--- src/design/distinct_subsequence_counter_assert.svh ---
// Assertion macros shared by the distinct subsequence counter modules.
`ifndef DISTINCT_SUBSEQUENCE_COUNTER_ASSERT_SVH
`define DISTINCT_SUBSEQUENCE_COUNTER_ASSERT_SVH

`ifndef SYNTHESIS
`define DSC_ASSERT(lbl, prop, msg) \
	lbl: assert property (@(posedge clk) disable iff (!arst_n) prop) else $error(msg);
`define DSC_ASSERT_NEVER(lbl, expr, msg) \
	lbl: assert property (@(posedge clk) disable iff (!arst_n) !(expr)) else $error(msg);
`else
`define DSC_ASSERT(lbl, prop, msg)
`define DSC_ASSERT_NEVER(lbl, expr, msg)
`endif

`endif

--- src/design/dsc_pkg.sv ---
// Types and constants of the distinct subsequence counter.
package dsc_pkg;

	localparam int ALPHABET_SIZE = 26;
	localparam int SYM_W = 5;
	localparam int CNT_W = 30;
	localparam int ADDR_W = (ALPHABET_SIZE > 1) ? $clog2(ALPHABET_SIZE) : 1;
	localparam logic [CNT_W-1:0] PRIME = 30'd1000000007;

	typedef struct packed {
		logic [SYM_W-1:0] symbol;
		logic             end_of_string;
	} in_t;

	typedef struct packed {
		logic [CNT_W-1:0] distinct_count;
		logic             is_final;
	} out_t;

endpackage

--- src/design/dsc_ram.sv ---
// Generic single-write, single-read RAM with a registered read port.
module dsc_ram #(
	parameter int WIDTH = 8,
	parameter int DEPTH = 16
) (
	input  logic                             clk,
	input  logic                             we,
	input  logic [$clog2(DEPTH > 1 ? DEPTH : 2)-1:0] waddr,
	input  logic [WIDTH-1:0]                 wdata,
	input  logic                             re,
	input  logic [$clog2(DEPTH > 1 ? DEPTH : 2)-1:0] raddr,
	output logic [WIDTH-1:0]                 rdata
);

	logic [WIDTH-1:0] mem_q [DEPTH];

	always_ff @(posedge clk) begin
		if (we) begin
			mem_q[waddr] <= wdata;
		end
		if (re) begin
			rdata <= mem_q[raddr];
		end
	end

endmodule

--- src/design/dsc_mod.sv ---
// Modular double-and-subtract update and the reported count.
module dsc_mod (
	input  logic [dsc_pkg::CNT_W-1:0] old_total,
	input  logic [dsc_pkg::CNT_W-1:0] sub,
	output logic [dsc_pkg::CNT_W-1:0] next_total,
	output logic [dsc_pkg::CNT_W-1:0] shown
);

	logic [dsc_pkg::CNT_W+1:0] diff;
	logic [dsc_pkg::CNT_W+1:0] prime_x;

	always_comb begin
		prime_x = {2'b00, dsc_pkg::PRIME};
		diff = {1'b0, old_total, 1'b0} - {2'b00, sub};
		if (diff[dsc_pkg::CNT_W+1]) begin
			next_total = dsc_pkg::CNT_W'(diff + prime_x);
		end else if (diff >= prime_x) begin
			next_total = dsc_pkg::CNT_W'(diff - prime_x);
		end else begin
			next_total = diff[dsc_pkg::CNT_W-1:0];
		end
		if (next_total == '0) begin
			shown = dsc_pkg::PRIME - dsc_pkg::CNT_W'(1);
		end else begin
			shown = next_total - dsc_pkg::CNT_W'(1);
		end
	end

endmodule

--- src/design/distinct_subsequence_counter.sv ---
// Distinct subsequence counter: one symbol beat in, one count beat out, modulo 1000000007.
//
// Each accepted symbol yields one count beat: the number of distinct non-empty
// subsequences of the string so far, modulo 1000000007. A new symbol is taken every cycle
// unless the output stalls; results pass the stage-one and output registers. The last-seen
// counts per symbol live in a RAM read in the accept cycle and written as the beat leaves
// stage one, with a one-entry forward covering a read of the entry being written.
// Per-entry valid bits clear at reset and after a beat flagged as end of string, so no
// clearing pass is needed. Out-of-alphabet symbols count as never seen and touch no entry.
module distinct_subsequence_counter (
	input  logic           clk,
	input  logic           arst_n,
	input  logic           symbol_valid,
	output logic           symbol_ready,
	input  dsc_pkg::in_t   symbol_data,
	output logic           count_valid,
	input  logic           count_ready,
	output dsc_pkg::out_t  count_data
);

	logic                         accept;
	logic                         s1_fire;
	logic                         in_range;
	logic [dsc_pkg::ADDR_W-1:0]   rd_addr;

	logic                         v_s1;
	logic                         eos_s1;
	logic                         inr_s1;
	logic [dsc_pkg::ADDR_W-1:0]   addr_s1;

	logic [dsc_pkg::CNT_W-1:0]    total_q;
	logic [dsc_pkg::ALPHABET_SIZE-1:0] vld_q;
	logic                         wr_vld_q;
	logic [dsc_pkg::ADDR_W-1:0]   wr_addr_q;
	logic [dsc_pkg::CNT_W-1:0]    wr_data_q;

	logic [dsc_pkg::CNT_W-1:0]    rdata;
	logic [dsc_pkg::CNT_W-1:0]    sub;
	logic [dsc_pkg::CNT_W-1:0]    next_total;
	logic [dsc_pkg::CNT_W-1:0]    shown;
	logic                         ram_we;

	assign accept = symbol_valid && symbol_ready;
	assign s1_fire = v_s1 && (!count_valid || count_ready);
	assign symbol_ready = !v_s1 || s1_fire;
	assign in_range = int'(symbol_data.symbol) < dsc_pkg::ALPHABET_SIZE;
	assign rd_addr = dsc_pkg::ADDR_W'(symbol_data.symbol);
	assign ram_we = s1_fire && inr_s1;

	always_comb begin
		sub = '0;
		if (inr_s1) begin
			if (wr_vld_q && wr_addr_q == addr_s1) begin
				sub = wr_data_q;
			end else if (vld_q[addr_s1]) begin
				sub = rdata;
			end
		end
	end

	dsc_ram #(
		.WIDTH(dsc_pkg::CNT_W),
		.DEPTH(dsc_pkg::ALPHABET_SIZE)
	) u_table (
		.clk  (clk),
		.we   (ram_we),
		.waddr(addr_s1),
		.wdata(total_q),
		.re   (accept && in_range),
		.raddr(rd_addr),
		.rdata(rdata)
	);

	dsc_mod u_mod (
		.old_total (total_q),
		.sub       (sub),
		.next_total(next_total),
		.shown     (shown)
	);

	always_ff @(posedge clk or negedge arst_n) begin
		if (!arst_n) begin
			v_s1 <= 1'b0;
		end else if (symbol_ready) begin
			v_s1 <= symbol_valid;
		end
	end

	always_ff @(posedge clk) begin
		if (accept) begin
			eos_s1 <= symbol_data.end_of_string;
			inr_s1 <= in_range;
			addr_s1 <= rd_addr;
		end
	end

	always_ff @(posedge clk or negedge arst_n) begin
		if (!arst_n) begin
			total_q <= dsc_pkg::CNT_W'(1);
			vld_q <= '0;
			wr_vld_q <= 1'b0;
		end else if (s1_fire) begin
			wr_vld_q <= inr_s1 && !eos_s1;
			if (eos_s1) begin
				total_q <= dsc_pkg::CNT_W'(1);
				vld_q <= '0;
			end else begin
				total_q <= next_total;
				if (inr_s1) begin
					vld_q[addr_s1] <= 1'b1;
				end
			end
		end
	end

	always_ff @(posedge clk) begin
		if (s1_fire) begin
			wr_addr_q <= addr_s1;
			wr_data_q <= total_q;
		end
	end

	always_ff @(posedge clk or negedge arst_n) begin
		if (!arst_n) begin
			count_valid <= 1'b0;
		end else if (s1_fire) begin
			count_valid <= 1'b1;
		end else if (count_ready) begin
			count_valid <= 1'b0;
		end
	end

	always_ff @(posedge clk) begin
		if (s1_fire) begin
			count_data.distinct_count <= shown;
			count_data.is_final <= eos_s1;
		end
	end

`include "distinct_subsequence_counter_assert.svh"

	`DSC_ASSERT_NEVER(a_total_range, total_q >= dsc_pkg::PRIME, "running total out of range")
	`DSC_ASSERT(a_eos_clear, s1_fire && eos_s1 |=> total_q == 1 && vld_q == '0, "state not cleared")
	`DSC_ASSERT(a_fire_out, s1_fire |=> count_valid, "result beat lost")
	`DSC_ASSERT(a_accept_s1, accept |=> v_s1, "accepted beat not in stage one")

endmodule
--- config.mk ---
export PLATFORM = sky130hd
export DESIGN_NAME = distinct_subsequence_counter
export DESIGN_NICKNAME = d
export VERILOG_FILES = /design/src/design/dsc_pkg.sv /design/src/design/dsc_ram.sv /design/src/design/dsc_mod.sv /design/src/design/distinct_subsequence_counter.sv
export VERILOG_INCLUDE_DIRS = /design/src /design/src/design
export SDC_FILE = /design/constraint.sdc
export NUM_CORES = 1
export LEC_CHECK = 0
export BUFFER_PORTS_ARGS = -buffer_cell sky130_fd_sc_hd__buf_2
export CORE_MARGIN = 1.5
export CORE_UTILIZATION = 50
export DETAILED_ROUTE_END_ITERATION = 12
export GPL_TIMING_DRIVEN = 0
export PLACE_DENSITY_LB_ADDON = 0.3
export SLEW_MARGIN = 20
export SYNTH_ARGS = -nofsm -noshare
export SYNTH_HDL_FRONTEND = slang
export SYNTH_SLANG_ARGS = --single-unit
--- constraint.sdc ---
create_clock -name clk -period 12.45 [get_ports clk]
set_input_delay 0 -clock clk [delete_from_list [all_inputs] [get_ports clk]]
set_output_delay 0 -clock clk [all_outputs]
set_load 0.01 [all_outputs]
# After elaboration in Yosys (flattened, before gate mapping)
# Memory sizes are Yosys's and may differ from the RTL's. A register that Yosys moved wholly into a read port is not among the register bits.
# Cells that the tools add are included.
[totals] register_bits=132 word_cells=55 out_inout_bits=33 ramBits=780 memories=1
[memory_table] memory="u_table.mem_q" depth=26 word_bits=30 rd=1 rd_ports_with_merged_regs=1 wr=1 line="dsc_ram.sv:15" rtl="logic [WIDTH-1:0] mem_q [DEPTH];"
[op_classes] n_mux=16 eq_ne=1 bitwise_logic=1 order_cmp=4 add_sub_neg=4 reduce_logical=16
[ops] operator="two-way mux 30 bit" n=6
[ops] operator="two-way mux 26 bit" n=2
[ops] operator="greater-or-equal comparator 32 x 30 -> 1 bit, second input constant" n=1
[ops] operator="subtractor 31 x 30 -> 32 bit" n=1
[ops] operator="adder 30 bit, second input constant" n=1
[ops] operator="logical NOT 30 bit" n=1
[ops] operator="subtractor 30 x 1 -> 30 bit, second input constant" n=1
[ops] operator="subtractor 30 bit, second input constant" n=1
[ops] operator="bitwise OR 26 bit" n=1
[ops] operator="logical AND 1 bit" n=7
[ops] operator="less-than comparator 5 x 6 -> 1 bit, second input constant" n=1
[ops] operator="two-way mux 1 bit" n=6
[ops] operator="binary-select mux 1 bit (select 5 bit)" n=1
[ops] operator="demux 1 bit (select 5 bit)" n=1
[ops] operator="== test 5 bit" n=1
[ops] operator="greater-or-equal comparator 5 x 1 -> 1 bit, second input constant" n=1
[ops] operator="less-than comparator 5 bit, second input constant" n=1
[ops] operator="nonzero test 2 bit" n=2
[ops] operator="logical NOT 1 bit" n=3
[ops] operator="logical OR 1 bit" n=2
[ops] operator="AND reduction 2 bit" n=1

# Logic depth before layout (Yosys ltp)
# Gate-level depths: netlist (run 1).
[depth] depth_word=10 depth_mapped=33 depth_no_buf=27

# Modules after synthesis
# From an unflattened synthesis (run 1), not the netlist that was laid out.
[hier_totals] hier_cells=2613 hier_area_um2=41193.3
[modules_own_cells] module="dsc_ram" cells_per_inst=1444 area_per_inst_um2=31058.5 instances=1 seq_area_each_um2=24323.3
[modules_own_cells] module="distinct_subsequence_counter" cells_per_inst=422 area_per_inst_um2=5273.8 instances=1 seq_area_each_um2=3669.8
[modules_own_cells] module="dsc_mod" cells_per_inst=747 area_per_inst_um2=4860.9 instances=1 seq_area_each_um2=0.0

# Worst setup path before layout (run 1)
# No wires, ideal clock.
[synth_path] path_type="reg-to-reg" from="register addr_s1[4] (netlist name)" to="register count_data[19] (netlist name), data pin" path_slack_ns=5.291 synth_period_minus_slack_ns=7.159 n_path_buf=5 stages_incl_launch_ff=31 t_arrival_ns=6.904 path_cell_list="edfxtp_1 buf_2 nand3b_1 o22a_1 o21ai_0 nor3_1 nor2_1 clkbuf_1 clkbuf_1 a22o_1 nand2_1 ha_1 a211oi_1 a21boi_0 a21boi_1 a211oi_1 o311ai_0 a311oi_2 and3_1 nor4b_4 nand2b_1 nand2_2 xnor2_1 ha_1 or4b_4 nand3b_4 or2_1 buf_2 and4bb_2 buf_4 nor2_1"
[synth_between] elab_chain_len=10 elab_cells_between_ends=15 cone_classes="add/sub: 4; order compare: 1; eq/ne: 1; mux: 7; reduce/logical: 2"
[synth_rtl] item="start, declared" line="distinct_subsequence_counter.sv:29" rtl="logic [dsc_pkg::ADDR_W-1:0] addr_s1;"
[synth_rtl] item="start signal, assigned" line="distinct_subsequence_counter.sv:93" rtl="addr_s1 <= rd_addr;"
[synth_rtl] item="binary-select mux 1 bit (select 5 bit)" line="distinct_subsequence_counter.sv:55" rtl="end else if (vld_q[addr_s1]) begin"
[synth_rtl] item="two-way mux 1 bit (implied by the code)" line="distinct_subsequence_counter.sv:55"
[synth_rtl] item="two-way mux 30 bit" line="distinct_subsequence_counter.sv:55"
[synth_rtl] item="two-way mux 30 bit (*)" line="distinct_subsequence_counter.sv:53" rtl="if (wr_vld_q && wr_addr_q == addr_s1) begin"
[synth_rtl] item="two-way mux 30 bit (*)" line="distinct_subsequence_counter.sv:52" rtl="if (inr_s1) begin"
[synth_rtl] item="subtractor 31 x 30 -> 32 bit (*)" line="dsc_mod.sv:14" rtl="diff = {1'b0, old_total, 1'b0} - {2'b00, sub};"
[synth_rtl] item="subtractor 30 bit or greater-or-equal comparator 32 x 30 -> 1 bit (tied branches)" line="dsc_mod.sv:18, dsc_mod.sv:17"
[synth_rtl] item="two-way mux 30 bit" line="dsc_mod.sv:17" rtl="end else if (diff >= prime_x) begin"
[synth_rtl] item="two-way mux 30 bit (*)" line="dsc_mod.sv:15" rtl="if (diff[dsc_pkg::CNT_W+1]) begin"
[synth_rtl] item="subtractor 30 x 1 -> 30 bit or logical NOT 30 bit (tied branches)" line="dsc_mod.sv:25, dsc_mod.sv:22"
[synth_rtl] item="end, declared" line="distinct_subsequence_counter.sv:18" rtl="output dsc_pkg::out_t count_data"
# Mark *: on every way between the ends. The rest lies on a longest branch, timed or not. The select of a mux whose other input is x is not followed.
# A chain may end at the register's enable or synchronous reset.

# Final worst setup path (run 1)
[layout_path] from="register addr_s1[4] (netlist name)" to="register count_data[5] (netlist name), data pin"
# Same word-level chain as after synthesis.

==> metrics.cfg, run 1 <==
[floorplanning]
io_pins=43
die-area_um2=83800
rows=104
core_area_um2=80800
die_h_um=289
start_util_pct=50.8
die_w_um=289

[critical_path]
critPathMaxFanout=10
cp-end-kind=flop
startpoint_type=flop
arrival_ps=10830
critPathMaxStageDelay_ps=590
crit_buf_inv=5
crit_path_top_delay_cell=xnor2_1
critPathRequiredTime_ps=12860
worstSetupPathType=reg -> reg
path_delay_family=simple AND/OR/NAND/NOR gates
r2r_slack_ps=2030

[detailed_routing]
dr.pass1.iters=5
num_vias=24489
wl_met2_mm=55.4
post_drt_via_cell_ratio=6.23
highest_layer=met4
wl_met1_mm=43.4
wirelength_mm=108
drc=0
wl_met3_mm=5.82
antenna_left=0
wl_per_cell_um=27.5
drt_iter0_drc=2463

[yosys]
seq_area_frac_synth_pct=68.2
synth.distinct_cells=106
synthFlopType=edfxtp_1
ys_warn_count=0
syn-num-nets=2665
avgSynthCellArea_um2=15.6
synth-seq-cells=942
ys_async_sr_fraction_pct=6.26
synth_edf_count=883
synth_area_um2=41000
syn_inst=2622

[sta]
final_hold_viol_count=0
setup_slack_ps=2030
whs_ps=3.83
fin_tns_setup_ps=0
slew_headroom_pct=14.2
skew_ps=37.1
min_period_ps=10420
rsz0062_at_grt=no
fmax_ghz=0.0960
slew_violations=0
worstMarginPinSlew_ps=1270
period_share_pct=83.7
setup_viol_count_final=0

[clock_network]
cts_tree=done
cts_buffer_depth=3
cts_resized=0
clkSinkCount=942
path_clk_slew_ps=70
cts-root-buf=clkbuf_16
insertion_delay_ps=670
htree_levels=3
cts_inserted_buffers=92

[grt]
grt_max_degree=60
grt_pass1_wl_mm=160
gr-total-overflow=0
grt_pass1_vias=24464
antenna_found_initial=0
grt_use_total_pct=26.1

[pwr]
p_total_mw=11.5
ir_worst_vdd_v=0.000140
p_leak_nw=15.7
p_per_area_nw_per_um2=247

[run]
max_cap_viol_count=0

[finish]
drive_above_1_share_pct=16.7
final_nets=2839
syn_to_final_growth_pct=13.3
stdcell_count=3930
register_area_um2=28000
nFillCells=6062
diodes=0
multi_input_area_um2=12600

[place]
pre_cts_slack_ps=2050
dp_hpwl_mm=78.1
gp_congestion=0.918
placed_cells=3751
port_buffers=42

[status]
status=complete, no violations

[hold_path]
worstHoldPathType=in -> async

-- worst paths after layout --
| check | startpoint | endpoint | cells after the start |
|---|---|---|---|
| max | addr_s1[4] | count_data[5] | 30 |
| min | arst_n | total_q[25] | 2 |
| max reg2reg | addr_s1[4] | count_data[5] | 30 |
| min reg2reg | addr_s1[0] | wr_addr_q[0] | 0 |
| max in group asynchronous | arst_n | total_q[22] | 2 |
| min in group clk | symbol_data[0] | eos_s1 | 2 |
-- cells in the mapped netlist (30+ instances only) --
cell type | instances | area [um2]
nor2_1 | 187 | 702
nand2_1 | 153 | 574
edfxtp_1 | 883 | 26500
mux2i_1 | 161 | 1610
mux2_2 | 40 | 450
dfrtp_1 | 58 | 1450
o31ai_1 | 43 | 323
ha_1 | 32 | 400
mux4_2 | 120 | 2700
a22o_1 | 46 | 403
xnor2_1 | 49 | 429
o211ai_1 | 43 | 323
clkbuf_1 | 90 | 338
buf_1 | 30 | 113
o21ai_0 | 86 | 430
o22ai_1 | 31 | 194
a21oi_1 | 105 | 526
o221ai_1 | 32 | 280
nor3_1 | 32 | 160
-- cells in the final DEF (no fill, tap or decap), types with 49 or more instances in the layout --
cell type	netlist	routed
nor2_1	187	161
clkbuf_1	90	105
xnor2_1	49	49
clkbuf_16	0	92
a21oi_1	105	105
dfrtp_1	58	50
mux2i_1	161	161
edfxtp_1	883	883
o21ai_0	86	86
mux4_2	120	120
buf_2	18	61
nand2_1	153	153
-- what timing repair did --
action,in CTS,in global routing
hold buffers,10,0
endpoints found under the setup margin,0,0
endpoints found under the hold margin,74,0
buffers inserted,0,0
-- flip-flops by register name (all words and copies together), names as in the netlist --
register       flops
u_table.mem_q    780
count_data        31
total_q           30
u_table.rdata     30
wr_data_q         30
vld_q             26
addr_s1            5
wr_addr_q          5
count_valid        1
eos_s1             1
inr_s1             1
v_s1               1
wr_vld_q           1
-- report_power, final --
group          switching [mW]  internal [mW]  leakage, nW
registers               0.355           4.00         8.87
logic                    2.95           1.43         5.34
clock network            1.21           1.55         1.45
-- through the flow --
| step | cell area [um2] | util (%) |
|---|---|---|
| after detailed placement | 43400 | 53.6 |
| after floorplan | 41000 | - |
| after global placement | 42600 | 52.7 |
| final | 46500 | 57.5 |
| after global routing | 46500 | 57.5 |
| after CTS | 46400 | 57.5 |
-- per-layer routing --
metal / up-vias / global-route usage, %
li1: 10823 / -
met1: 12631 / 33.2
met2: 851 / 46.1
met3: 184 / 3.65
met4: 0 / 8.79
met5: - / 0
-- kinds of logic (layout without fill, tap and decap cells) --
kind of cell	Yosys count	after routing	synth area share, %
multiplexers	323	323	11.7
buffers and inverters	165	413	1.62
XOR/XNOR	73	73	1.60
AO/OA/AOI/OAI	541	541	9.36
flip-flops	942	942	68.2
adder cells (fa/ha/maj)	33	33	1.02
AND/OR/NAND/NOR	545	545	6.47
-- final cells by class --
class | count | area share (%)
Buffer | 143 | 1.27
Timing Repair Buffer | 80 | 1.97
Clock inverter | 57 | 1.29
Clock buffer | 111 | 5.15
Inverter | 22 | 0.183
Sequential cell | 942 | 60.3
Tap cell | 1060 | 2.85
Multi-Input combinational cell | 1515 | 27.0
(Power assumes the default switching activity.)
==> inputs of run 2 (changes only) <==
Settings changed: ABC_AREA set to 1.
Clock period 12.45 ns to 10.7 ns, I/O delays scaled along.
==> metrics.cfg, run 2 <==
[status]
status=complete, no violations

[critical_path]
critPathRequiredTime_ps=11090
critPathMaxStageDelay_ps=550
worstSetupPathType=reg -> reg
critPathMaxFanout=10
cpMostUsedCell=nand2_1
crit_buf_inv=9
path_delay_family=simple AND/OR/NAND/NOR gates
arrival_ps=8220
r2r_start=addr_s1[0]
cp-end-kind=flop
crit_start=addr_s1[0]
startpoint_type=flop
crit_path_top_delay_cell=xor2_2

[detailed_routing]
wl_met1_mm=53.8
drt_iter0_drc=5488
wirelength_mm=135
highest_layer=met5
wl_per_cell_um=24.9
drc=0
wl_met3_mm=18.0
antenna_left=0
num_vias=33052
dr.pass1.iters=6
post_drt_via_cell_ratio=6.09
wl_met2_mm=58.6

[yosys]
synth_area_leaders=edfxtp_1 (63%), o21ai_0 (6.7%), nor2_1 (5.9%)
synthFlopType=edfxtp_1
yosys.area.top_type=edfxtp_1
avgSynthCellArea_um2=10.7
yosysTopAreaCellShare_pct=62.6
synth.distinct_cells=54
ys_async_sr_fraction_pct=6.26
synth_edf_count=883
synth.most_common_cell=edfxtp_1
syn-num-nets=3997
synth_area_um2=42300
ys_warn_count=0
synth-seq-cells=942
synth_commonest_cells=edfxtp_1 (883), nor2_1 (670), nand2_1 (587)
syn_inst=3954
seq_area_frac_synth_pct=66.1

[pwr]
ir_worst_vdd_v=0.000276
p_leak_nw=17.5
p_total_mw=14.5
p_per_area_nw_per_um2=301

[finish]
register_area_um2=28000
top_register=u_table.mem_q
reg.largest.list=u_table.mem_q: 780 flops, count_data: 31 flops
largest_reg_flops=780
syn_to_final_growth_pct=14.0
multi_input_area_um2=12900
drive_above_1_share_pct=10.8
nFillCells=6869
most-common-layout-cells=edfxtp_1 (883), nor2_1 (670), nand2_1 (587)
final_common_cell=edfxtp_1
final_nets=4262
diodes=0

[clock_network]
ctsHoldBuffers=11
clkSinkCount=942
htree_levels=3
post_cts_buffers=0
cts_inserted_buffers=95
cts_resized=0
cts_buffer_depth=3
cts_tree=done
path_clk_slew_ps=60
insertion_delay_ps=680
cts-root-buf=clkbuf_16

[floorplanning]
io_pins=43
start_util_pct=50.6
die-area_um2=86400
rows=106
die_h_um=294
core_area_um2=83700
die_w_um=294

[grt]
grt_pass1_wl_mm=197
grt_use_total_pct=31.0
gr-total-overflow=0
grt_pass1_vias=30698
antenna_found_initial=5
grt_max_degree=59

[hold_path]
worstHoldPathType=in -> reg
min-delay-start=symbol_data[0]

[sta]
skew_ps=45.7
worstMarginPinSlew_ps=1190
slew_headroom_pct=20.9
fmax_ghz=0.128
slew_violations=0
setup_viol_count_final=0
min_period_ps=7830
rsz0062_at_grt=no
final_hold_viol_count=0
period_share_pct=73.1
fin_tns_setup_ps=0

[run]
max_cap_viol_count=0

[place]
dp_hpwl_mm=95.0
gp_congestion=1.02
port_buffers=42

[run 2: cell count changes after synthesis, moves of 43 or more]
cell      before  now
o21ai_0       86  571
nor2_1       187  670
nand2_1      153  587
o22ai_1       31  205
inv_1         22  186
mux2i_1      161    0
nand3_1       24  163
mux4_2       120    0
clkbuf_1      90  181
a21oi_1      105   41
a22o_1        46    0
xnor2_1       49    6
[run 2: through the flow]
stage	std cells	hold WS, ps	cell area (um2)	utilization, %	setup WS (ps)
after global placement	5130	178	44000	52.5	3220
after CTS	5429	31.7	48300	57.7	3150
after floorplan	3954	-296	42300	-	5040
after detailed placement	5245	113	45100	53.9	3210
after global routing	5429	54.0	48300	57.7	2390
final	5429	76.2	48300	57.7	2870
[run 2: cells by family after synthesis]
kind of cell,after synthesis,synth area share (%)
AOI/OAI and AO/OA,944,12.6
xor gates and xnor gates,58,1.25
adders and majority gates,33,0.993
buffers and inverters,421,3.91
DFF,942,66.1
and+or+nand+nor,1556,15.2
[run 2: power by group]
| group | internal (mW) | switching, mW | total, mW |
|---|---|---|---|
| Sequential | 4.65 | 0.549 | 5.19 |
| Combinational | 1.64 | 4.48 | 6.12 |
| Clock | 1.81 | 1.42 | 3.24 |
[run 2: worst paths after layout]
path,end,slack (ps),cells past startpoint
max,count_data[5],2870,41
min,eos_s1,80,2
max reg2reg,count_data[5],2870,41
min reg2reg,wr_addr_q[1],450,0
max in group asynchronous,vld_q[9],10010,4
min in group asynchronous,total_q[0],380,3
[run 2: worst register-to-register path, delay by kind of cell (launching register included)]
family,cells,cell delay (ps)
XOR/XNOR,2,870
AO/OA/AOI/OAI,8,1460
buffers and inverters,9,1620
AND/OR/NAND/NOR,20,2540
flip-flops,1,400
adder cells (fa/ha/maj),2,660
[run 2: metal layers]
layer	track usage [%]	vias up
li1	-	14615
met1	45.1	15953
met2	45.5	2160
met3	7.33	322
met4	10.8	2
met5	0	-
[run 2: cell type report]
class | instances | area share [%]
multi-input cells | 2591 | 26.6
flip-flops and latches | 942 | 58.1
repair buffers | 168 | 2.71
clock buffers | 118 | 5.19
inverters | 209 | 1.65
clock inverters | 55 | 1.03
well taps | 1134 | 2.94
plain buffers | 212 | 1.79
